<file path="src/rtl/core/i2ms_pkg.sv">
// Shared constants and types for the 2x2 mean subsampler.
package i2ms_pkg;

    localparam int MAX_ROWS    = 1024;
    localparam int MAX_COLS    = 1024;
    localparam int PIXEL_BITS  = 16;
    localparam int CFG_BITS    = 11;
    localparam int POS_BITS    = $clog2(MAX_COLS > MAX_ROWS ? MAX_COLS : MAX_ROWS);
    localparam int STORE_DEPTH = (MAX_COLS + 1) / 2;
    localparam int ADDR_BITS   = $clog2(STORE_DEPTH);
    localparam int OROW_BITS   = 9;
    localparam int PAIR_BITS   = PIXEL_BITS + 1;
    localparam int SUM_BITS    = PIXEL_BITS + 2;
    localparam int CFG_IDX_BITS = 2;

    // job queue and result queue depths
    localparam int JQ_DEPTH    = 4;
    localparam int JQ_PTR_BITS = $clog2(JQ_DEPTH);
    localparam int OQ_DEPTH    = 4;
    localparam int OQ_PTR_BITS = $clog2(OQ_DEPTH);

    typedef enum logic [CFG_IDX_BITS-1:0] {
        CFG_ROWS_IN_USE = 2'd0,
        CFG_COLS_IN_USE = 2'd1
    } cfg_index_t;

    // one completed horizontal pair, handed from front to back
    typedef struct packed {
        logic [PAIR_BITS-1:0] pair_sum;
        logic [ADDR_BITS-1:0] col_pair;
        logic [OROW_BITS-1:0] out_row;
        logic                 row_odd;
        logic                 col_odd;
        logic                 store_wr;
        logic                 frame_last;
    } job_t;

    typedef struct packed {
        logic [PIXEL_BITS-1:0] block_mean;
        logic [OROW_BITS-1:0]  out_row;
        logic [ADDR_BITS-1:0]  out_col;
        logic                  frame_last;
    } result_t;

endpackage

</file>
<file path="src/rtl/core/i2ms_job_fifo.sv">
// Short job queue between front and back.
module i2ms_job_fifo
(
    input  logic           clk,
    input  logic           rst_n,
    input  logic           wr_en,
    input  i2ms_pkg::job_t wr_job,
    output logic           full,
    input  logic           rd_en,
    output logic           rd_valid,
    output i2ms_pkg::job_t rd_job
);

    i2ms_pkg::job_t                   slot_reg [i2ms_pkg::JQ_DEPTH];
    logic [i2ms_pkg::JQ_PTR_BITS-1:0] wr_ptr_reg, wr_ptr_next;
    logic [i2ms_pkg::JQ_PTR_BITS-1:0] rd_ptr_reg, rd_ptr_next;
    logic [i2ms_pkg::JQ_PTR_BITS:0]   count_reg, count_next;
    logic                             do_wr;
    logic                             do_rd;

    assign full     = count_reg == (i2ms_pkg::JQ_PTR_BITS+1)'(i2ms_pkg::JQ_DEPTH);
    assign rd_valid = count_reg != '0;
    assign rd_job   = slot_reg[rd_ptr_reg];
    assign do_wr    = wr_en && !full;
    assign do_rd    = rd_en && rd_valid;

    always_comb
    begin
        wr_ptr_next = do_wr ? wr_ptr_reg + i2ms_pkg::JQ_PTR_BITS'(1) : wr_ptr_reg;
        rd_ptr_next = do_rd ? rd_ptr_reg + i2ms_pkg::JQ_PTR_BITS'(1) : rd_ptr_reg;
        count_next  = count_reg;
        if (do_wr && !do_rd)
            count_next = count_reg + (i2ms_pkg::JQ_PTR_BITS+1)'(1);
        else if (do_rd && !do_wr)
            count_next = count_reg - (i2ms_pkg::JQ_PTR_BITS+1)'(1);
    end

    always_ff @(posedge clk or negedge rst_n)
    begin
        if (!rst_n)
        begin
            wr_ptr_reg <= '0;
            rd_ptr_reg <= '0;
            count_reg  <= '0;
        end
        else
        begin
            wr_ptr_reg <= wr_ptr_next;
            rd_ptr_reg <= rd_ptr_next;
            count_reg  <= count_next;
        end
    end

    always_ff @(posedge clk)
    begin
        if (do_wr)
            slot_reg[wr_ptr_reg] <= wr_job;
    end

endmodule

</file>
<file path="config.mk">
export PLATFORM = sky130hd
export DESIGN_NAME = i2ms_job_fifo
export DESIGN_NICKNAME = d
export VERILOG_FILES = /design/src/rtl/core/i2ms_pkg.sv /design/src/rtl/core/i2ms_job_fifo.sv
export SDC_FILE = /design/constraint.sdc
export NUM_CORES = 1
export LEC_CHECK = 0
export BUFFER_PORTS_ARGS = -buffer_cell sky130_fd_sc_hd__clkbuf_2
export CAP_MARGIN = 20
export CORE_MARGIN = 2
export CORE_UTILIZATION = 45
export CTS_CLUSTER_SIZE = 14
export DETAILED_ROUTE_END_ITERATION = 16
export GPL_ROUTABILITY_DRIVEN = 1
export GPL_TIMING_DRIVEN = 0
export PLACE_DENSITY = 0.67
export SETUP_SLACK_MARGIN = 0.05
export SLEW_MARGIN = 20
export SYNTH_ARGS = -nofsm -noshare
export SYNTH_HDL_FRONTEND = slang
export SYNTH_SLANG_ARGS = --single-unit
</file>
<file path="constraint.sdc">
create_clock -name clk -period 2.21 [get_ports clk]
set_input_delay 0.1105 -clock clk [delete_from_list [all_inputs] [get_ports clk]]
set_output_delay 0.1105 -clock clk [all_outputs]
set_load 0.005 [all_outputs]
</file>
==> results by group, run 1 <==
GRT
  – Vias in the first global route: a little over 3000
  – Global-route usage over all layers: about 15%
  – Initial antenna violation count: 0
  – First-pass GRT wire length: 15900 um
  – Pin count of the biggest net entering global routing: 40
  – Total gr overflow: 0

STA
  – Slew margin rel.: 56.9%
  – Fmax: 482 MHz
  – Final Hold Viols: 0
  – Unrepaired setup endpoints after global routing: no
  – Tmin final: 2.07 ns
  – PnR worst setup slack: 0.136 ns
  – Setup TNS Final: 0 ns
  – Slew at the pin with the worst max-slew slack: 0.646 ns
  – Hold Slack: 0.0563 ns
  – Final setup viols: 0
  – Pins Over Slew Limit: 0
  – Final worst path period share: between 90 and 100%
  – Worst clock skew: just under 0.009 ns

Synthesis
  – Mapped Area: 6110 sq um
  – Largest family of logic cells by synthesized area: multiplexers
  – Syn Area/Cell: 25.6 sq um
  – Yosys warns: 0
  – Multiplexer area fraction after synthesis: between 10% and 20%
  – Largest area contributor in the netlist: edfxtp_1
  – Sequential area share after synthesis: approximately four fifths
  – Synthesized Nets: 288
  – Synth Area in XOR/XNOR: 0.860%
  – #FFs+latches synth: 163
  – Post-synthesis simple-gate area fraction: under 10%
  – Post-Synth Adder-Cell Area: 1.35%
  – Compound-Gate Fraction of Synth Area: 0%
  – Unique masters post-synth: 21
  – Synth top area cells: edfxtp_1 77%, mux4_2 14%, dfrtp_1 2.9%
  – Share of the synthesized area in the top cell type: 76.6%
  – Syn Inst Count: 239

Routing
  – DR vias/cell: between 4 and 5
  – Wirelength per Cell: 17.5 um
  – Drt initial violations: 211
  – Residual DRC count: 0
  – Final WL: between 10000 and 15000 um
  – Routed via count: 2865
  – Drt first pass iters: 4
  – Final ANT Viol Nets: 0

Power and ir drop
  – Worst-case vdd ir drop: 597 uV
  – Leakage power: 2.79 nW
  – PD cells: 1300 nW/um^2

Place
  – Port Buffers: 83
  – Gpl congestion: around 0.69
  – Dpl cells: 499
  – Pre-CTS setup slack: 0.0972 ns
  – DP Wirelength: ~5700 um

Critical path
  – Critical path arrival: 2.42 ns
  – Crit path top cell by count: xor2_1
  – Worst Setup End Kind: flop
  – Bufs and invs on worst path: 1
  – Crit path max-delay cell type: dfrtp_2
  – Critical path class: reg2reg
  – CP top delay family: simple AND/OR/NAND/NOR gates
  – Crit-path max FO: 3
  – Crit path cell chain: or3_4, nand2_1, ha_2, inv_1, fa_1, xor2_1, nor2_1, xor2_1
  – Worst EP required: 2.56 ns
  – Worst path max stage delay: 0.41 ns
  – Crit start category: flop

Finish
  – Fraction of layout cells with a size suffix above 1: 44.0%
  – Max reg flops: around 160
  – Synthesis-to-finish area growth: 28.2%
  – Antenna fix cells: 0
  – Final nets: 436
  – FILL cells: 990
  – Fin cells: 576

Outcome
  – Status: finished, final reports clean

Floorplanning
  – Initial Util: a little under half
  – Boundary Pins: 84
  – Die width: 121 um
  – Die Y: 121 um
  – Core area: 13200 sq um
  – Die area: 14500 sq um
  – Row count: 42

Clock tree
  – TritonCTS buffer count: 17
  – Clk slew on worst S/H paths: 0.06 ns
  – Root Driver: clkbuf_16
  – Worst skew pair latency: 0.42 ns
  – CTS H-tree lvls: 4
  – CTS Buffer Depth: 2
  – CTS tree: built
  – Clock Sinks: 163

Hold path
  – Min-delay worst type: in2async

Run
  – Max Cap Viol: 0
==> cell type report <==
type | count | area [sq um] | area share [%]
Sequential cell | 163 | 4860 | 62.1
Buffer | 10 | 123 | 1.57
Multi-Input combinational cell | 63 | 1130 | 14.4
Clock inverter | 11 | 161 | 2.06
Tap cell | 176 | 220 | 2.81
Timing Repair Buffer | 129 | 876 | 11.2
Clock buffer | 21 | 450 | 5.75
Inverter | 3 | 11.3 | 0.144
==> path summary, 6_finish.rpt <==
path	startpoint	end	slack, ns	cells after the start
worst max register to register	count_reg[0]$_DFFE_PN0P_	count_reg[2]$_DFFE_PN0P_	0.14	8
max in group asynchronous	rst_n	count_reg[1]$_DFFE_PN0P_	1.97	2
worst max-delay path	count_reg[0]$_DFFE_PN0P_	count_reg[2]$_DFFE_PN0P_	0.14	8
min in group clk	wr_en	wr_ptr_reg[0]$_DFFE_PN0P_	0.13	4
worst min register to register	count_reg[2]$_DFFE_PN0P_	count_reg[2]$_DFFE_PN0P_	0.51	1
worst min-delay path	rst_n	count_reg[0]$_DFFE_PN0P_	0.06	2
==> power by group <==
group          leakage [nW]  switching, mW  internal (mW)
Clock                 0.290           1.09           1.91
Sequential             1.51          0.154           4.10
Combinational         0.986           1.40           1.56
==> cells in the mapped netlist <==
master,instances
inv_1,3
nand3_1,1
nor3b_4,1
mux2_4,1
mux4_2,38
fa_1,1
dfrtp_1,7
and2_1,4
mux4_1,1
nand2_1,1
xnor2_1,4
edfxtp_1,156
buf_6,2
or3_4,1
xor2_1,2
buf_2,4
nor2b_2,1
nor2_1,1
mux2_2,1
buf_12,4
ha_1,5
==> layer usage <==
layer / vias to the layer above / wire length, um / GRT usage (%)
met5: - / 0 / 0
met3: 18 / 472 / 4.86
met2: 73 / 5060 / 24.5
met4: 0 / 195 / 7.19
li1: 1304 / - / -
met1: 1470 / 4360 / 19.3
==> cells in the final DEF, fill, tap and decap left out, types with 2 or more instances in the layout <==
master / Yosys / final
edfxtp_1: 156 / 156
clkbuf_2: 0 / 83
dlygate4sd3_1: 0 / 41
mux4_2: 38 / 38
clkbuf_16: 0 / 17
buf_12: 4 / 5
dfrtp_1: 7 / 5
buf_2: 4 / 4
xnor2_1: 4 / 4
ha_1: 5 / 4
bufinv_16: 0 / 4
buf_4: 0 / 4
inv_1: 3 / 3
and2_4: 0 / 3
clkinv_2: 0 / 3
clkinvlp_4: 0 / 3
clkbuf_1: 0 / 3
buf_6: 2 / 2
xor2_1: 2 / 2
dfrtp_2: 0 / 2
==> what timing repair did <==
item,4_1_cts,5_1_grt
gates resized for setup,0,3
hold buffers,41,0
endpoints found under the hold margin,165,0
setup endpoints to repair,0,1
setup buffers,0,4
==> cell families after synthesis <==
kind of cell / after synthesis
xor+xnor: 6
fa+ha+maj: 6
buf+inv: 13
flops: 163
mux: 41
simple gates: 10
==> through the flow <==
| step | instance area [sq um] | power [mW] | utilization, % |
|---|---|---|---|
| 2_1_floorplan | 6110 | 6.17 | - |
| 3_3_place_gp | 6750 | 7.19 | 51.0 |
| 3_5_place_dp | 6780 | 7.26 | 51.2 |
| 4_1_cts | 7800 | 10.3 | 58.9 |
| 5_1_grt | 7840 | 10.8 | 59.2 |
| 6_report | 7840 | 10.2 | 59.2 |
No activity file was read; power rests on OpenSTA's default activity.
==> run 2: changes to the inputs <==
--- a/config.mk
+++ b/config.mk
@@ -10,3 +10,3 @@
 export CORE_MARGIN = 2
-export CORE_UTILIZATION = 45
+export CORE_UTILIZATION = 50
 export CTS_CLUSTER_SIZE = 14
@@ -15,3 +15,4 @@
 export GPL_TIMING_DRIVEN = 0
-export PLACE_DENSITY = 0.67
+export HOLD_SLACK_MARGIN = 0.08
+export PLACE_DENSITY = 0.74
 export SETUP_SLACK_MARGIN = 0.05
--- a/constraint.sdc
+++ b/constraint.sdc
@@ -3,2 +3,2 @@
 set_output_delay 0.1105 -clock clk [all_outputs]
-set_load 0.005 [all_outputs]
+set_load 0.1 [all_outputs]
==> results by group, run 2 (synthesis results as in run 1) <==
Outcome
  – Status: finished, final reports clean

Finish
  – Most frequent cells in the layout: 156 x edfxtp_1, 81 x clkbuf_2, 42 x dlygate4sd3_1
  – Fraction of layout cells with a size suffix above 1: 44.1% (+0.11 points)
  – Synthesis-to-finish area growth: 27.7%
  – Final nets: 435 (-0.23%)
  – Commonest non-fill, non-tap cell in the layout: edfxtp_1
  – Max reg flops: 156 (unchanged)
  – FILL cells: 786 (-21%)
  – Antenna fix cells: 0 (unchanged)

Critical path
  – Critical path arrival: 1.98 ns (-0.44 ns)
  – Worst Setup End Kind: output pin
  – Crit start category: flop
  – Critical path class: reg2out
  – Worst EP required: 2.10 ns (-0.46 ns)
  – Worst Reg-to-Reg Cells: 8 (unchanged)
  – Crit-path max FO: 10 (+7)

Floorplanning
  – Die area: 13100 sq um (-9.7%)
  – Core area: 12000 sq um (-9.7%)
  – Die Y: 115 um (-5.0%)
  – Die width: 115 um (-5.0%)
  – Boundary Pins: 84 (unchanged)
  – Row count: 40 (-4.8%)
  – Initial Util: 51.1% (+4.9 points)

Hold path
  – Hold path cells: 4
  – Min-delay worst type: in2reg

GRT
  – Global-route usage over all layers: 16.8% (+1.4 points)
  – Pin count of the biggest net entering global routing: 40 (unchanged)
  – Total gr overflow: 0 (unchanged)
  – Vias in the first global route: 2979 (-1.6%)
  – First-pass GRT wire length: 15500 um (-2.6%)
  – Initial antenna violation count: 0 (unchanged)

Clock tree
  – Clock Sinks: 163 (unchanged)
  – TritonCTS buffer count: 17 (unchanged)
  – Clk slew on worst S/H paths: 0.06 ns (about the same)
  – CTS Buffer Depth: 2 (unchanged)
  – Root Driver: clkbuf_16
  – CTS tree: built
  – CTS H-tree lvls: 4 (unchanged)
  – Worst skew pair latency: 0.42 ns (about the same)

STA
  – Unrepaired setup endpoints after global routing: no
  – Pins Over Slew Limit: 0 (unchanged)
  – PnR worst setup slack: 0.117 ns (-0.0193 ns)
  – Slew at the pin with the worst max-slew slack: 0.631 ns (-0.0154 ns)
  – Final setup viols: 0 (unchanged)
  – Worst clock skew: 0.00437 ns (-0.00449 ns)
  – Fmax: 478 MHz (-0.92%)
  – Tmin final: 2.09 ns (+0.0193 ns)
  – Final worst path period share: 94.7% (+0.87 points)
  – Final Hold Viols: 0 (unchanged)
  – Slew margin rel.: 58.0% (+1.0 points)

Place
  – DP Wirelength: 5640 um (-1.5%)
  – Pre-CTS setup slack: 0.0406 ns (-0.0566 ns)
  – Gpl congestion: 0.645 (-6.7%)
  – Port Buffers: 83 (unchanged)

Routing
  – Drt initial violations: 133 (-37%)
  – Drt first pass iters: 4 (unchanged)
  – Residual DRC count: 0 (unchanged)
  – DR vias/cell: 5.18 (+4.2%)
  – Routed via count: 2831 (-1.2%)
  – Final WL: 10200 um (+1.2%)
  – Final ANT Viol Nets: 0 (unchanged)
  – Wirelength per Cell: 18.7 um (+6.8%)

Run
  – Max Cap Viol: 0 (unchanged)
## run 2: metrics by stage
step           utilization [%]  cell area (sq um)  cells  hold WS [ns]  TNS, ns
6_report                  65.3               7810    546         0.176        0
5_1_grt                   65.3               7810    546         0.192        0
4_1_cts                   65.0               7780    543         0.141        0
3_5_place_dp              56.3               6730    469       -0.0375        0
3_3_place_gp              56.3               6730    469       -0.0423        0
2_1_floorplan                -               6130    239        -0.185   -17.52
## run 2: layout make-up
class	instances	area [sq um]	area share (%)
plain buffers	10	123	1.57
multi-input cells	63	1140	14.7
flip-flops and latches	163	4860	62.3
clock buffers	20	437	5.59
well taps	147	184	2.36
inverters	3	11.3	0.144
repair buffers	128	858	11.0
clock inverters	12	186	2.39
## run 2: routing by layer
layer  track usage [%]  vias to the layer above  wire, um
li1                  -                     1303         -
met1              20.6                     1436      4250
met2              27.9                       77      5310
met3              4.39                       15       436
met4              8.05                        0       197
met5                 0                        -         0
## run 2: final timing paths
path,from,slack (ns),to
setup / recovery,rd_ptr_reg[0]$_DFFE_PN0P_,0.12,rd_job[3]
max in group asynchronous,rst_n,1.30,count_reg[0]$_DFFE_PN0P_
hold reg to reg,count_reg[2]$_DFFE_PN0P_,0.51,count_reg[2]$_DFFE_PN0P_
setup reg to reg,count_reg[1]$_DFFE_PN0P_,0.14,count_reg[2]$_DFFE_PN0P_
min in group asynchronous,rst_n,0.64,count_reg[2]$_DFFE_PN0P_
hold / removal,wr_en,0.18,wr_ptr_reg[0]$_DFFE_PN0P_
## run 2: critical path, cell delays in order, from the launching register on
cell and delay [ns]:
dfrtp_1 0.34, buf_6 0.15, buf_12 0.16, mux4_2 0.52
clkbuf_2 0.39
## run 2: repair_timing
item	in CTS	in global routing
resized for setup	4	5
hold buffers	42	0
cloned	0	0
endpoints found under the setup margin	156	3
hold endpoints to repair	165	0
buffers inserted	0	3
Power of run 2 is left out: the tool's default activity adds up to more than one toggle a clock period on the data nets, which glitch-free logic cannot reach.
