File: src/rtl/core/i2ms_pkg.sv
// Shared constants and types for the 2x2 mean subsampler.
package i2ms_pkg;

    localparam int MAX_ROWS    = 1024;
    localparam int MAX_COLS    = 1024;
    localparam int PIXEL_BITS  = 16;
    localparam int CFG_BITS    = 11;
    localparam int POS_BITS    = $clog2(MAX_COLS > MAX_ROWS ? MAX_COLS : MAX_ROWS);
    localparam int STORE_DEPTH = (MAX_COLS + 1) / 2;
    localparam int ADDR_BITS   = $clog2(STORE_DEPTH);
    localparam int OROW_BITS   = 9;
    localparam int PAIR_BITS   = PIXEL_BITS + 1;
    localparam int SUM_BITS    = PIXEL_BITS + 2;
    localparam int CFG_IDX_BITS = 2;

    // job queue and result queue depths
    localparam int JQ_DEPTH    = 4;
    localparam int JQ_PTR_BITS = $clog2(JQ_DEPTH);
    localparam int OQ_DEPTH    = 4;
    localparam int OQ_PTR_BITS = $clog2(OQ_DEPTH);

    typedef enum logic [CFG_IDX_BITS-1:0] {
        CFG_ROWS_IN_USE = 2'd0,
        CFG_COLS_IN_USE = 2'd1
    } cfg_index_t;

    // one completed horizontal pair, handed from front to back
    typedef struct packed {
        logic [PAIR_BITS-1:0] pair_sum;
        logic [ADDR_BITS-1:0] col_pair;
        logic [OROW_BITS-1:0] out_row;
        logic                 row_odd;
        logic                 col_odd;
        logic                 store_wr;
        logic                 frame_last;
    } job_t;

    typedef struct packed {
        logic [PIXEL_BITS-1:0] block_mean;
        logic [OROW_BITS-1:0]  out_row;
        logic [ADDR_BITS-1:0]  out_col;
        logic                  frame_last;
    } result_t;

endpackage

File: src/rtl/core/i2ms_front.sv
// Front end: config registers, raster position tracking and pair summing.
module i2ms_front
(
    input  logic                                 clk,
    input  logic                                 rst_n,
    input  logic                                 cfg_valid,
    input  logic [i2ms_pkg::CFG_IDX_BITS-1:0]    cfg_index,
    input  logic [i2ms_pkg::CFG_BITS-1:0]        cfg_data,
    input  logic                                 accept,
    input  logic [i2ms_pkg::PIXEL_BITS-1:0]      pixel,
    output logic                                 job_push,
    output i2ms_pkg::job_t                       job
);

    logic [i2ms_pkg::CFG_BITS-1:0]  rows_reg, rows_next;
    logic [i2ms_pkg::CFG_BITS-1:0]  cols_reg, cols_next;
    logic [i2ms_pkg::POS_BITS-1:0]  row_pos_reg, row_pos_next;
    logic [i2ms_pkg::POS_BITS-1:0]  col_pos_reg, col_pos_next;
    logic [i2ms_pkg::PAIR_BITS-1:0] pair_sum_reg, pair_sum_next;
    logic [i2ms_pkg::CFG_BITS-1:0]  cfg_clamped;
    logic                           col_odd;
    logic                           row_odd;
    logic                           last_col;
    logic                           last_row;

    // zero counts as one, above max saturates
    always_comb
    begin
        if (cfg_data == '0)
            cfg_clamped = i2ms_pkg::CFG_BITS'(1);
        else if (cfg_index == i2ms_pkg::CFG_ROWS_IN_USE
                 && cfg_data > i2ms_pkg::CFG_BITS'(i2ms_pkg::MAX_ROWS))
            cfg_clamped = i2ms_pkg::CFG_BITS'(i2ms_pkg::MAX_ROWS);
        else if (cfg_index == i2ms_pkg::CFG_COLS_IN_USE
                 && cfg_data > i2ms_pkg::CFG_BITS'(i2ms_pkg::MAX_COLS))
            cfg_clamped = i2ms_pkg::CFG_BITS'(i2ms_pkg::MAX_COLS);
        else
            cfg_clamped = cfg_data;
    end

    assign col_odd  = col_pos_reg[0];
    assign row_odd  = row_pos_reg[0];
    assign last_col = (i2ms_pkg::CFG_BITS'(col_pos_reg) + i2ms_pkg::CFG_BITS'(1)) >= cols_reg;
    assign last_row = (i2ms_pkg::CFG_BITS'(row_pos_reg) + i2ms_pkg::CFG_BITS'(1)) >= rows_reg;

    always_comb
    begin
        rows_next     = rows_reg;
        cols_next     = cols_reg;
        row_pos_next  = row_pos_reg;
        col_pos_next  = col_pos_reg;
        pair_sum_next = pair_sum_reg;
        if (cfg_valid)
        begin
            case (cfg_index)
                i2ms_pkg::CFG_ROWS_IN_USE:
                begin
                    rows_next     = cfg_clamped;
                    row_pos_next  = '0;
                    col_pos_next  = '0;
                    pair_sum_next = '0;
                end
                i2ms_pkg::CFG_COLS_IN_USE:
                begin
                    cols_next     = cfg_clamped;
                    row_pos_next  = '0;
                    col_pos_next  = '0;
                    pair_sum_next = '0;
                end
                default:
                begin
                end
            endcase
        end
        else if (accept)
        begin
            if (col_odd)
                pair_sum_next = pair_sum_reg + i2ms_pkg::PAIR_BITS'(pixel);
            else
                pair_sum_next = i2ms_pkg::PAIR_BITS'(pixel);
            if (last_col)
            begin
                col_pos_next = '0;
                row_pos_next = last_row ? '0 : row_pos_reg + i2ms_pkg::POS_BITS'(1);
            end
            else
            begin
                col_pos_next = col_pos_reg + i2ms_pkg::POS_BITS'(1);
            end
        end
    end

    always_ff @(posedge clk or negedge rst_n)
    begin
        if (!rst_n)
        begin
            rows_reg     <= i2ms_pkg::CFG_BITS'(i2ms_pkg::MAX_ROWS);
            cols_reg     <= i2ms_pkg::CFG_BITS'(i2ms_pkg::MAX_COLS);
            row_pos_reg  <= '0;
            col_pos_reg  <= '0;
            pair_sum_reg <= '0;
        end
        else
        begin
            rows_reg     <= rows_next;
            cols_reg     <= cols_next;
            row_pos_reg  <= row_pos_next;
            col_pos_reg  <= col_pos_next;
            pair_sum_reg <= pair_sum_next;
        end
    end

    // a job leaves for every closed horizontal pair
    assign job_push       = accept && !cfg_valid && (col_odd || last_col);
    assign job.pair_sum   = pair_sum_next;
    assign job.col_pair   = col_pos_reg[i2ms_pkg::POS_BITS-1:1];
    assign job.out_row    = row_pos_reg[i2ms_pkg::POS_BITS-1:1];
    assign job.row_odd    = row_odd;
    assign job.col_odd    = col_odd;
    assign job.store_wr   = !row_odd && !last_row;
    assign job.frame_last = last_row && last_col;

endmodule

File: config.mk
export PLATFORM = sky130hd
export DESIGN_NAME = i2ms_front
export DESIGN_NICKNAME = d
export VERILOG_FILES = /design/src/rtl/core/i2ms_pkg.sv /design/src/rtl/core/i2ms_front.sv
export SDC_FILE = /design/constraint.sdc
export NUM_CORES = 1
export LEC_CHECK = 0
export BUFFER_PORTS_ARGS = -buffer_cell sky130_fd_sc_hd__buf_2
export CORE_MARGIN = 2
export CORE_UTILIZATION = 55
export CTS_CLUSTER_SIZE = 30
export DETAILED_ROUTE_END_ITERATION = 6
export GPL_ROUTABILITY_DRIVEN = 0
export MAX_ROUTING_LAYER = met4
export PLACE_DENSITY = 0.79
export SLEW_MARGIN = 20
export SYNTH_ARGS = -nofsm -noshare
export SYNTH_HDL_FRONTEND = slang
export SYNTH_SLANG_ARGS = --single-unit
File: constraint.sdc
create_clock -name clk -period 7.8 [get_ports clk]
set_clock_uncertainty 0.2 [all_clocks]
set_input_delay 1.95 -clock clk [delete_from_list [all_inputs] [get_ports clk]]
set_output_delay 1.95 -clock clk [all_outputs]
set_load 0.05 [all_outputs]
==> results by stage, run 1 <==
Synthesis:
- The synthesized instance count is 457.
- Synthesis instantiated 60 different standard cells from the library.
- The total number of yosys warnings is 0.
- A synthesized cell averages 9.09 sq um.
- In the synthesized netlist the dominant register cell turns out to be sky130_fd_sc_hd__dfrtp_1.
- The number of flops mapped to enable cells by yosys is 0.
- The post-synth net total is 531.
- The cell area that synthesis handed to floorplanning was 0.00415 sq mm.
- Sequential cells were found to cover 35.6% of the synthesized design area.
- The count of state elements after synthesis is 59.
- The share of flip-flops with an asynchronous set or reset after synthesis is 100%.

Timing:
- The shortest period the worst path allows is 6.44 ns.
- The number of max-slew violations in the final report is 0.
- Static timing analysis puts the maximum clock frequency at 155 MHz.
- At the pin with the least slew margin, the transition time is 0.783 ns.
- The final number of hold-violating endpoints is 0.
- The final critical-path share of the clock period is 82.6%.
- Summed over all failing endpoints, the final setup total negative slack is 0 ns.
- The worst-case headroom to the max-slew limit is 47.8%.
- Setup violations remaining at the end of the flow were counted as 0.
- Setup repair after global routing left no endpoint under its margin.

Placed design:
- Port buffering added 72 buffers.
- After detailed placement, the total cell area comes to 0.00458 sq mm.
- The sum of net half-perimeters after detailed placement is 7220 um.

Final layout:
- The repair_antennas step left the layout with diodes totalling 0.
- The most common library cell in the layout ignoring fill and taps is sky130_fd_sc_hd__buf_2.
- From synthesis to final layout, the design area changed by 17.0%.
- The final instance area is 0.00486 sq mm.
- The total number of nets in the final design is 600.
- The filler cells instantiated in the layout total 629.
- The flip-flop count of the largest register after layout is 17.
- The library cells used most frequently in the layout, excluding fill and tap cells, are sky130_fd_sc_hd__buf_2 (72), sky130_fd_sc_hd__dfrtp_1 (57), sky130_fd_sc_hd__nand2_1 (54), sky130_fd_sc_hd__ha_1 (40), sky130_fd_sc_hd__o21ai_0 (37).
- In the final layout, the share of cells above drive strength 1 is 20.9%.
- At the end of the flow the core is filled with cells to 66.6%.

Routing:
- The pre-antenna-repair detailed-routing pass consisted of 4 iterations.
- In this run, the number of DRC markers left after iteration 0 of detailed routing was 156.
- The via density per instance is 5.87.
- After detailed routing, the average wire length per cell comes to 15.6 um.
- The routed via count is 3700.
- Summed over all layers, the routed wires come to 9850 um.
- In the routed design, unresolved DRC markers number 0.
- The number of antenna-violating nets in the routed design is 0.

Clock tree:
- The post-CTS clock slew at the launch and capture registers of the worst setup and hold paths is 0.07 ns.
- The CTS tree is yes.
- The buffer count from post-CTS setup fixing is 0.
- Gates resized during post-CTS repair numbered 0.
- The clock root buffer is sky130_fd_sc_hd__clkbuf_8.
- The total clock sinks is 59.
- The later pin in the worst-skew pair is clocked with a latency of 0.34 ns.
- In this run, CTS created clock tree buffers numbering 9.
- Counting along the longest clock path gives a buffer depth of 2.
- The H-tree generated during clock tree synthesis spans 3 levels.
- Hold repair after CTS inserted 0 buffers.

Floorplan:
- Once the floorplan was initialized, standard cells occupied 56.9% of the core.
- The die is 90.9 um wide.
- The die covers 0.00826 sq mm.
- The number of standard-cell rows in the floorplan is 31.
- The die extent in y is 90.9 um.
- 73 I/O pins were placed.
- The placeable core region is 0.00729 sq mm.

Power:
- The power density relative to cell area is 327 mW/mm^2.
- In this run the static leakage power is 2.49 nW.
- The maximum vdd drop is 0.000223 V.

Run status:
- The flow ran to the end, and the final reports show no timing, DRC or antenna violations.

Critical path:
- Along the worst path, the maximum fanout reaches 3.
- Data arrives at the worst endpoint at 4.29 ns.
- The type of element launching the critical path is an input port.
- At the worst endpoint, the required time is 5.65 ns.
- The startpoint-to-endpoint class of the critical path is in -> out.
- STA classifies the critical path endpoint as an output pin.

Global routing:
- The global-route usage over all layers is 26.3%.
- The number of global-route vias before repair is 3792.
- The initial antenna violation count was 0.
- The first-pass GRT wire length is 17200 um.
- Entering global routing, the biggest net connects 60 pins.
- The remaining global-route overflow is 0.

Hold path:
- The tightest min-delay check is of the reg -> reg type.

Run:
- The number of violations of the max-capacitance limit is 0.
metal layers:
layer,up-vias,wire length [um],GRT usage (%)
li1,1812,-,-
met1,1766,4280,32.4
met2,106,4980,43.5
met3,16,426,3.59
met4,0,155,11.0
met5,-,0,-
worst max-delay path, stage by stage:
cell                       delay (ns)
sky130_fd_sc_hd__buf_2           0.11
sky130_fd_sc_hd__ha_1            0.23
sky130_fd_sc_hd__fa_1            0.40
sky130_fd_sc_hd__a21oi_1         0.26
sky130_fd_sc_hd__o211ai_1        0.11
sky130_fd_sc_hd__o21ai_0         0.22
sky130_fd_sc_hd__o31ai_1         0.18
sky130_fd_sc_hd__mux2_2          0.30
sky130_fd_sc_hd__a31oi_1         0.23
sky130_fd_sc_hd__buf_2           0.31
kinds of logic after synthesis:
logic type	synth area share, %
AO/OA/AOI/OAI	23.0
AND/OR/NAND/NOR	16.1
flip-flops	35.6
buffers and inverters	4.19
adder cells (fa/ha/maj)	12.5
XOR/XNOR	4.85
multiplexers	3.65
per-stage QoR:
step,total power [mW],worst slack [ns],instances,hold slack (ns)
6_report,1.59,1.36,630,0.289
5_1_grt,1.69,1.19,630,0.309
4_1_cts,1.59,1.37,630,0.291
3_5_place_dp,1.19,1.41,614,0.276
3_3_place_gp,1.17,1.45,614,0.269
2_1_floorplan,1.03,1.19,457,0.250
where the power goes:
part	internal (mW)	leakage, nW	switching (mW)
logic	0.272	1.59	0.496
clock network	0.262	0.137	0.127
registers	0.370	0.769	0.0617
path summary, 6_finish.rpt:
check                          startpoint               end  slack, ns  cells after the start
hold reg to reg               rows_reg[1]       rows_reg[1]       0.29                      2
hold / removal                rows_reg[1]       rows_reg[1]       0.29                      2
min in group asynchronous           rst_n    row_pos_reg[7]       1.55                      2
max in group asynchronous           rst_n  pair_sum_reg[14]       5.34                      2
setup reg to reg           col_pos_reg[0]    row_pos_reg[0]       3.75                     11
setup / recovery                 pixel[0]           job[38]       1.36                     10
layout make-up:
class | count | area [sq um] | area share (%)
clock buffers | 12 | 155 | 3.19
clock inverters | 4 | 120 | 2.47
inverters | 28 | 105 | 2.16
multi-input cells | 354 | 2500 | 51.5
flip-flops and latches | 59 | 1480 | 30.4
well taps | 99 | 124 | 2.55
repair buffers | 74 | 375 | 7.73
synthesized netlist by cell type, types with 3 or more instances:
library cell	count	area (sq um)
sky130_fd_sc_hd__ha_1	40	500
sky130_fd_sc_hd__nor4_1	3	18.8
sky130_fd_sc_hd__a211oi_1	3	22.5
sky130_fd_sc_hd__dfrtp_1	57	1430
sky130_fd_sc_hd__o211ai_1	5	37.5
sky130_fd_sc_hd__a31oi_1	4	25.0
sky130_fd_sc_hd__nand2_1	54	203
sky130_fd_sc_hd__o31ai_1	3	22.5
sky130_fd_sc_hd__a21o_1	13	97.6
sky130_fd_sc_hd__or2_2	3	18.8
sky130_fd_sc_hd__nor3_1	4	20.0
sky130_fd_sc_hd__nand2b_1	9	56.3
sky130_fd_sc_hd__a2111oi_0	5	43.8
sky130_fd_sc_hd__nand4_1	6	37.5
sky130_fd_sc_hd__inv_1	28	105
sky130_fd_sc_hd__nor2_1	20	75.1
sky130_fd_sc_hd__and3_1	9	56.3
sky130_fd_sc_hd__mux2i_1	8	80.1
sky130_fd_sc_hd__clkbuf_1	14	52.6
sky130_fd_sc_hd__o21ai_0	37	185
sky130_fd_sc_hd__a22o_1	13	114
sky130_fd_sc_hd__a21oi_1	25	125
sky130_fd_sc_hd__a22oi_1	6	45.0
sky130_fd_sc_hd__xor2_1	8	70.1
sky130_fd_sc_hd__mux2_2	5	56.3
sky130_fd_sc_hd__xnor2_1	15	131
sky130_fd_sc_hd__o21a_1	4	30.0
sky130_fd_sc_hd__nand3_1	14	70.1
Power figures use the tool's default switching activity.
==> run 2: changes to the inputs <==
Clock period 7.8 ns to 6.8 ns, I/O delays scaled along.
==> run 2 against run 1 <==
Power increased by 3.7%. Wire length shrank 1.8%. Hold slack lost 0.0017 ns. Sequential power rose by 11%. Core utilization fell by 1.5 points. Flip-flop and latch count unchanged. Final area down 2.2%. Clock power decreased by 29%. Non-clock buffer count grew 1. First-iteration DRC count increased by 17%. Via count increased by 0.49%. Combinational power grew 16%. Largest cell class unchanged. Largest power group unchanged.
==> results by stage, run 2 (same netlist as run 1, synthesis figures left out) <==
Routing:
- The first-pass iteration count of the detailed router was 5 (+1).
- The number of antenna-violating nets in the routed design was 0 (unchanged).
- The routed via count is 3718 (+0.49%).
- The DRC violation count after routing is 0 (unchanged).
- The violation count after the first detailed-route iteration was 183 (+17%).
- The mean routed wirelength per cell is 15.3 um (-1.9%).
- The wire length after detailed routing came to 9670 um (-1.8%).
- The via density per instance is 5.89 (+0.33%).

Global routing:
- The number of global-route vias before repair is 3581 (-5.6%).
- The global-route usage over all layers was 24.8% (-1.5 points).
- The initial antenna violation count came to 0 (unchanged).
- The first-pass GRT wire length is 16200 um (-5.7%).
- The remaining global-route overflow came to 0 (unchanged).
- The pin count of the biggest net entering global routing came to 60 (unchanged).

Timing:
- After layout, the minimum clock period comes to 5.94 ns.
- The pin slew with the least headroom to its limit came to 0.859 ns (+0.0761 ns).
- The highest clock frequency the design can meet is 168 MHz.
- The smallest hold slack is 0.287 ns (-0.00173 ns).
- The sum of negative setup slack is 0 ns (unchanged).
- Dividing the final minimum period by the clock period gives 87.3%.
- The number of max-slew violations in the final report is 0 (unchanged).
- Setup repair after global routing left no endpoint under its margin.
- The final number of hold-violating endpoints was 0 (unchanged).
- The total setup violations reported at the end of the flow is 0 (unchanged).
- The worst-case headroom to the max-slew limit is 42.5% (-5.3 points).

Clock tree:
- The buffer count from post-CTS setup fixing is 0 (unchanged).
- The deepest level of the CTS H-tree is 3 (unchanged).
- The maximum buffer depth of the clock tree was 2 (unchanged).
- The source-to-sink clock delay at the later pin of the worst-skew pair is 0.34 ns (about the same).
- The post-cts sizing count is 0 (unchanged).
- The total clock sinks is 59 (unchanged).
- The CTS tree is yes.
- The count of hold-fix buffers inserted at cts is 0 (unchanged).
- CTS placed an instance of sky130_fd_sc_hd__clkbuf_8 at the clock tree root.
- The post-CTS clock slew at the launch and capture registers of the worst setup and hold paths is 0.07 ns (about the same).
- The number of buffers created by CTS is 9 (unchanged).

Final layout:
- The final instance area was 0.00475 sq mm (-2.2%).
- The relative area change from synthesis to final layout is 14.4%.
- The most common library cell in the layout ignoring fill and taps is sky130_fd_sc_hd__buf_2.
- The number of diodes added for antenna fixing is 0 (unchanged).
- The non-filler instance count after layout was 631 (+0.16%).
- The total number of nets in the final design is 601 (+0.17%).
- The flip-flop count of the largest register after layout was 17 (unchanged).
- In the layout the commonest cells are sky130_fd_sc_hd__buf_2 (72), sky130_fd_sc_hd__dfrtp_1 (57), sky130_fd_sc_hd__nand2_1 (54), sky130_fd_sc_hd__ha_1 (40), sky130_fd_sc_hd__o21ai_0 (37).
- The fraction of layout instances using a drive strength above 1 is 21.1% (+0.15 points).

Floorplan:
- The area of the die is 0.00826 sq mm (unchanged).
- The starting density of the core is 56.9% (unchanged).
- The number of top-level pins was 73 (unchanged).
- The die outline width is 90.9 um (unchanged).
- The placeable core region came to 0.00729 sq mm (unchanged).
- The number of standard-cell rows in the floorplan is 31 (unchanged).
- The die extent in y was 90.9 um (unchanged).

Critical path:
- The critical path arrival is 4.04 ns (-0.25 ns).
- The type of element launching the critical path is an input port.
- The endpoint type of the worst setup path is an output pin.
- The critical path data required time was 4.90 ns (-0.75 ns).
- The worst-path maximum fanout is 3 (unchanged).
- The critical path is of the in -> out type.

Placed design:
- The sum of net half-perimeters after detailed placement was 7190 um (-0.48%).
- The number of port buffers is 72 (unchanged).
- The total cell area at the placement stage came to 0.00459 sq mm (+0.16%).
- The post-placement cell count came to 615 (+0.16%).

Power:
- The standby leakage power is 2.45 nW (-1.9%).
- The power density relative to cell area is 347 mW/mm^2 (+6.0%).
- The maximum vdd drop is 0.000231 V (+3.7%).

Hold path:
- The worst hold path class is reg -> reg.

Run status:
- The run finished with clean final reports.

Run:
- The number of violations of the max-capacitance limit is 0 (unchanged).
-- run 2: changes by cell type in the layout (fill, tap and decap cells not counted), sizes merged --
cell and change:
clkinv +5, bufinv -4, clkbuf -2, buf +1
clkinvlp +1
-- run 2: area by class of cell --
cell class              count  area [sq um]
fillers                   649          2540
clock buffers              10           128
multi-input cells         354          2500
repair buffers             75           383
inverters                  28           105
clock inverters             6          32.5
well taps                  99           124
flip-flops and latches     59          1480
-- run 2: final timing paths --
check | from | endpoint | slack [ns] | cells after the start
worst max-delay path | pixel[0] | job[38] | 0.86 | 10
worst min-delay path | rows_reg[2] | rows_reg[2] | 0.29 | 2
worst max register to register | col_pos_reg[1] | row_pos_reg[0] | 3.28 | 11
worst min register to register | rows_reg[2] | rows_reg[2] | 0.29 | 2
max in group asynchronous | rst_n | cols_reg[9] | 4.58 | 2
min in group asynchronous | rst_n | row_pos_reg[3] | 1.30 | 2
-- run 2: power breakdown --
group	switching, mW	leakage, nW	total [mW]	internal (mW)
Sequential	0.0546	0.769	0.480	0.425
Clock	0.147	0.0856	0.276	0.129
Combinational	0.576	1.59	0.892	0.316
-- run 2: worst max-delay path, stage by stage --
cell and delay (ns):
sky130_fd_sc_hd__buf_2 0.11, sky130_fd_sc_hd__ha_1 0.23, sky130_fd_sc_hd__fa_1 0.40, sky130_fd_sc_hd__a21oi_1 0.24, sky130_fd_sc_hd__o211ai_1 0.11, sky130_fd_sc_hd__o21ai_0 0.25
sky130_fd_sc_hd__o31ai_1 0.20, sky130_fd_sc_hd__mux2_2 0.30, sky130_fd_sc_hd__a31oi_1 0.19, sky130_fd_sc_hd__buf_2 0.30
-- run 2: through the flow --
stage / setup slack, ns / total power, mW / utilization, %
after CTS: 0.875 / 1.65 / 65.2
final: 0.861 / 1.65 / 65.2
after global placement: 0.974 / 1.34 / 63.0
after detailed placement: 0.915 / 1.37 / 63.0
after floorplan: 0.693 / 1.18 / -
after global routing: 0.746 / 1.75 / 65.2
-- run 2: routing by layer --
layer / global-route usage, % / share of wire, %
met1: 30.5 / 43
met2: 42.1 / 50
met3: 3.42 / 5.2
met4: 8.21 / 1.3
met5: - / 0
==> run 3: changes to the inputs <==
Settings changed: PLACE_DENSITY 0.79 to 0.9.
==> run 3 against run 2 <==
Sequential share of layout area decreased by 0.40 points. Core utilization increased by 0.86 points. Combinational power increased by 2%. First-iteration DRC count increased by 11%. Power increased by 5.6%. Worst setup slack improved by 0.096 ns.
==> results by stage, run 3 (same netlist as run 1, synthesis figures left out) <==
Placed design:
- The post-placement cell count is 615 (unchanged).
- The number of port buffers was 72 (unchanged).
- The total cell area at the placement stage is 0.00459 sq mm (unchanged).
- The sum of net half-perimeters after detailed placement is 7620 um (+6.0%).

Clock tree:
- The CTS tree is yes.
- The maximum buffer depth of the clock tree is 2 (unchanged).
- The clock root buffer is sky130_fd_sc_hd__clkbuf_8.
- The buffer count from post-CTS setup fixing is 0 (unchanged).
- The post-CTS clock slew at the launch and capture registers of the worst setup and hold paths was 0.07 ns (about the same).
- The number of buffers created by CTS is 9 (unchanged).
- The source-to-sink clock delay at the later pin of the worst-skew pair came to 0.35 ns (about the same).
- The count of hold-fix buffers inserted at cts is 0 (unchanged).
- The deepest level of the CTS H-tree is 3 (unchanged).
- The total clock sinks is 59 (unchanged).
- The post-cts sizing count is 0 (unchanged).

Final layout:
- The flip-flop count of the largest register after layout is 17 (unchanged).
- The area growth from synthesis to layout is 15.9%.
- The non-filler instance count after layout is 631 (unchanged).
- The fraction of layout instances using a drive strength above 1 was 21.2% (+0.19 points).
- The final instance area is 0.00481 sq mm (+1.3%).
- The total number of nets in the final design is 601 (unchanged).
- The library cell used most frequently in the layout, excluding fill and tap cells, is sky130_fd_sc_hd__buf_2.
- The top cell types in the final layout, fill and taps aside, are sky130_fd_sc_hd__buf_2 (72), sky130_fd_sc_hd__dfrtp_1 (57), sky130_fd_sc_hd__nand2_1 (54), sky130_fd_sc_hd__ha_1 (40), sky130_fd_sc_hd__o21ai_0 (37).
- The number of diodes added for antenna fixing came to 0 (unchanged).

Timing:
- The highest clock frequency the design can meet is 171 MHz (+1.6%).
- The worst-case headroom to the max-slew limit came to 49.5% (+7.0 points).
- The final critical-path share of the clock period is 85.9% (-1.4 points).
- The shortest period the worst path allows is 5.84 ns (-0.0964 ns).
- The total setup violations reported at the end of the flow is 0 (unchanged).
- The pin slew with the least headroom to its limit is 0.757 ns (-0.102 ns).
- Setup repair after global routing left no endpoint under its margin.
- The final number of hold-violating endpoints is 0 (unchanged).
- The sum of negative setup slack is 0 ns (unchanged).
- The number of max-slew violations in the final report is 0 (unchanged).

Global routing:
- The number of global-route vias before repair was 3726 (+4.0%).
- The global-route usage over all layers is 26.5% (+1.7 points).
- The initial antenna violation count was 0 (unchanged).
- The remaining global-route overflow is 0 (unchanged).
- The pin count of the biggest net entering global routing was 60 (unchanged).
- The first-pass GRT wire length is 17300 um (+6.4%).

Power:
- The power density relative to cell area is 362 mW/mm^2 (+4.3%).
- The power after layout is 1.74 mW (+5.6%).
- The standby leakage power is 2.48 nW (+1.2%).
- The maximum vdd drop is 0.000355 V (+54%).

Routing:
- The mean routed wirelength per cell came to 16.4 um (+7.1%).
- The via density per instance is 6.06 (+2.9%).
- The violation count after the first detailed-route iteration is 204 (+11%).
- The wire length after detailed routing is 10400 um (+7.1%).
- The DRC violation count after routing is 0 (unchanged).
- The number of antenna-violating nets in the routed design is 0 (unchanged).
- The routed via count came to 3824 (+2.9%).
- The first-pass iteration count of the detailed router is 5 (unchanged).

Hold path:
- The worst hold path belongs to the class reg -> reg.

Critical path:
- The critical path data required time was 4.90 ns (about the same).
- The worst-path maximum fanout is 3 (unchanged).
- Walking the worst path, the cells encountered are buf_2, ha_1, fa_1, a21oi_1, o221ai_1, a21oi_1, nor2_1, xnor2_1, o21ai_0, buf_2.
- The worst setup path is launched from an input port.
- The slowest stage of the critical path is the sky130_fd_sc_hd__fa_1 cell.
- STA classifies the critical path endpoint as an output pin.
- The number of buffers and inverters on the critical path is 2 (unchanged).
- The critical path arrival is 3.94 ns (-0.10 ns).
- The critical path in this run is classified as in -> out.
- The kind of cell adding the most delay to the critical path is compound AO/OA/AOI/OAI gates.
- The delay of the slowest cell on the worst path is 0.40 ns (about the same).

Floorplan:
- The area of the die came to 0.00826 sq mm (unchanged).
- The die extent in y is 90.9 um (unchanged).
- The number of top-level pins is 73 (unchanged).
- The placeable core region is 0.00729 sq mm (unchanged).
- The starting density of the core came to 56.9% (unchanged).
- The number of standard-cell rows in the floorplan is 31 (unchanged).
- The die outline width is 90.9 um (unchanged).

Run:
- The number of violations of the max-capacitance limit is 0 (unchanged).

Run status:
- The flow ran to the end, and the final reports show no timing, DRC or antenna violations.
[run 3: cell count changes in the layout (fill, tap and decap cells not counted)]
cell | before | now
sky130_fd_sc_hd__bufinv_16 | 0 | 1
sky130_fd_sc_hd__clkinv_2 | 5 | 1
sky130_fd_sc_hd__clkbuf_1 | 1 | 0
sky130_fd_sc_hd__clkbuf_8 | 9 | 13
sky130_fd_sc_hd__clkinv_4 | 0 | 1
sky130_fd_sc_hd__clkinvlp_4 | 1 | 0
[run 3: per-layer routing]
layer | GRT usage [%] | share of wire (%) | up-vias
met1 | 30.9 | 41 | 1843
met2 | 45.0 | 50 | 149
li1 | - | - | 1810
met5 | - | 0 | -
met4 | 8.96 | 2.0 | 0
met3 | 6.34 | 6.5 | 22
[run 3: power by group]
part | leakage, nW | switching, mW | internal, mW
Sequential | 0.769 | 0.0546 | 0.425
Combinational | 1.59 | 0.592 | 0.316
Clock | 0.116 | 0.143 | 0.209
[run 3: cell type report]
| class | instances | area [sq um] |
|---|---|---|
| clock buffer | 13 | 179 |
| sequential | 59 | 1480 |
| timing repair buffer | 75 | 383 |
| clock inverter | 3 | 43.8 |
| tap | 99 | 124 |
| inverter | 28 | 105 |
| fill | 595 | 2480 |
| multi-input combinational | 354 | 2500 |
[run 3: per-stage QoR]
| step | setup slack [ns] | hold slack [ns] | util [%] |
|---|---|---|---|
| final | 0.957 | 0.291 | 66.0 |
| after global routing | 0.703 | 0.326 | 66.0 |
| after CTS | 0.971 | 0.291 | 66.0 |
| after detailed placement | 1.01 | 0.276 | 63.0 |
| after global placement | 1.03 | 0.265 | 63.0 |
| after floorplan | 0.693 | 0.250 | - |
[run 3: worst register-to-register path: cells and delay by family (launching register included)]
family,cells,cell delay [ns]
xor+xnor,1,0.22
mux,1,0.23
compound gates,4,1.41
fa+ha+maj,2,0.59
simple gates,3,0.47
flops,1,0.32
buf+inv,1,0.26
[run 3: final timing paths]
path                                         to  slack [ns]           start  depth (start not counted)
worst max-delay path                    job[32]        0.96        pixel[0]                         10
worst min-delay path                rows_reg[6]        0.29     rows_reg[6]                          2
worst max register to register   row_pos_reg[0]        3.06  col_pos_reg[0]                         12
worst min register to register      rows_reg[6]        0.29     rows_reg[6]                          2
max in group asynchronous       pair_sum_reg[7]        4.57           rst_n                          2
min in group asynchronous        row_pos_reg[5]        1.30           rst_n                          2
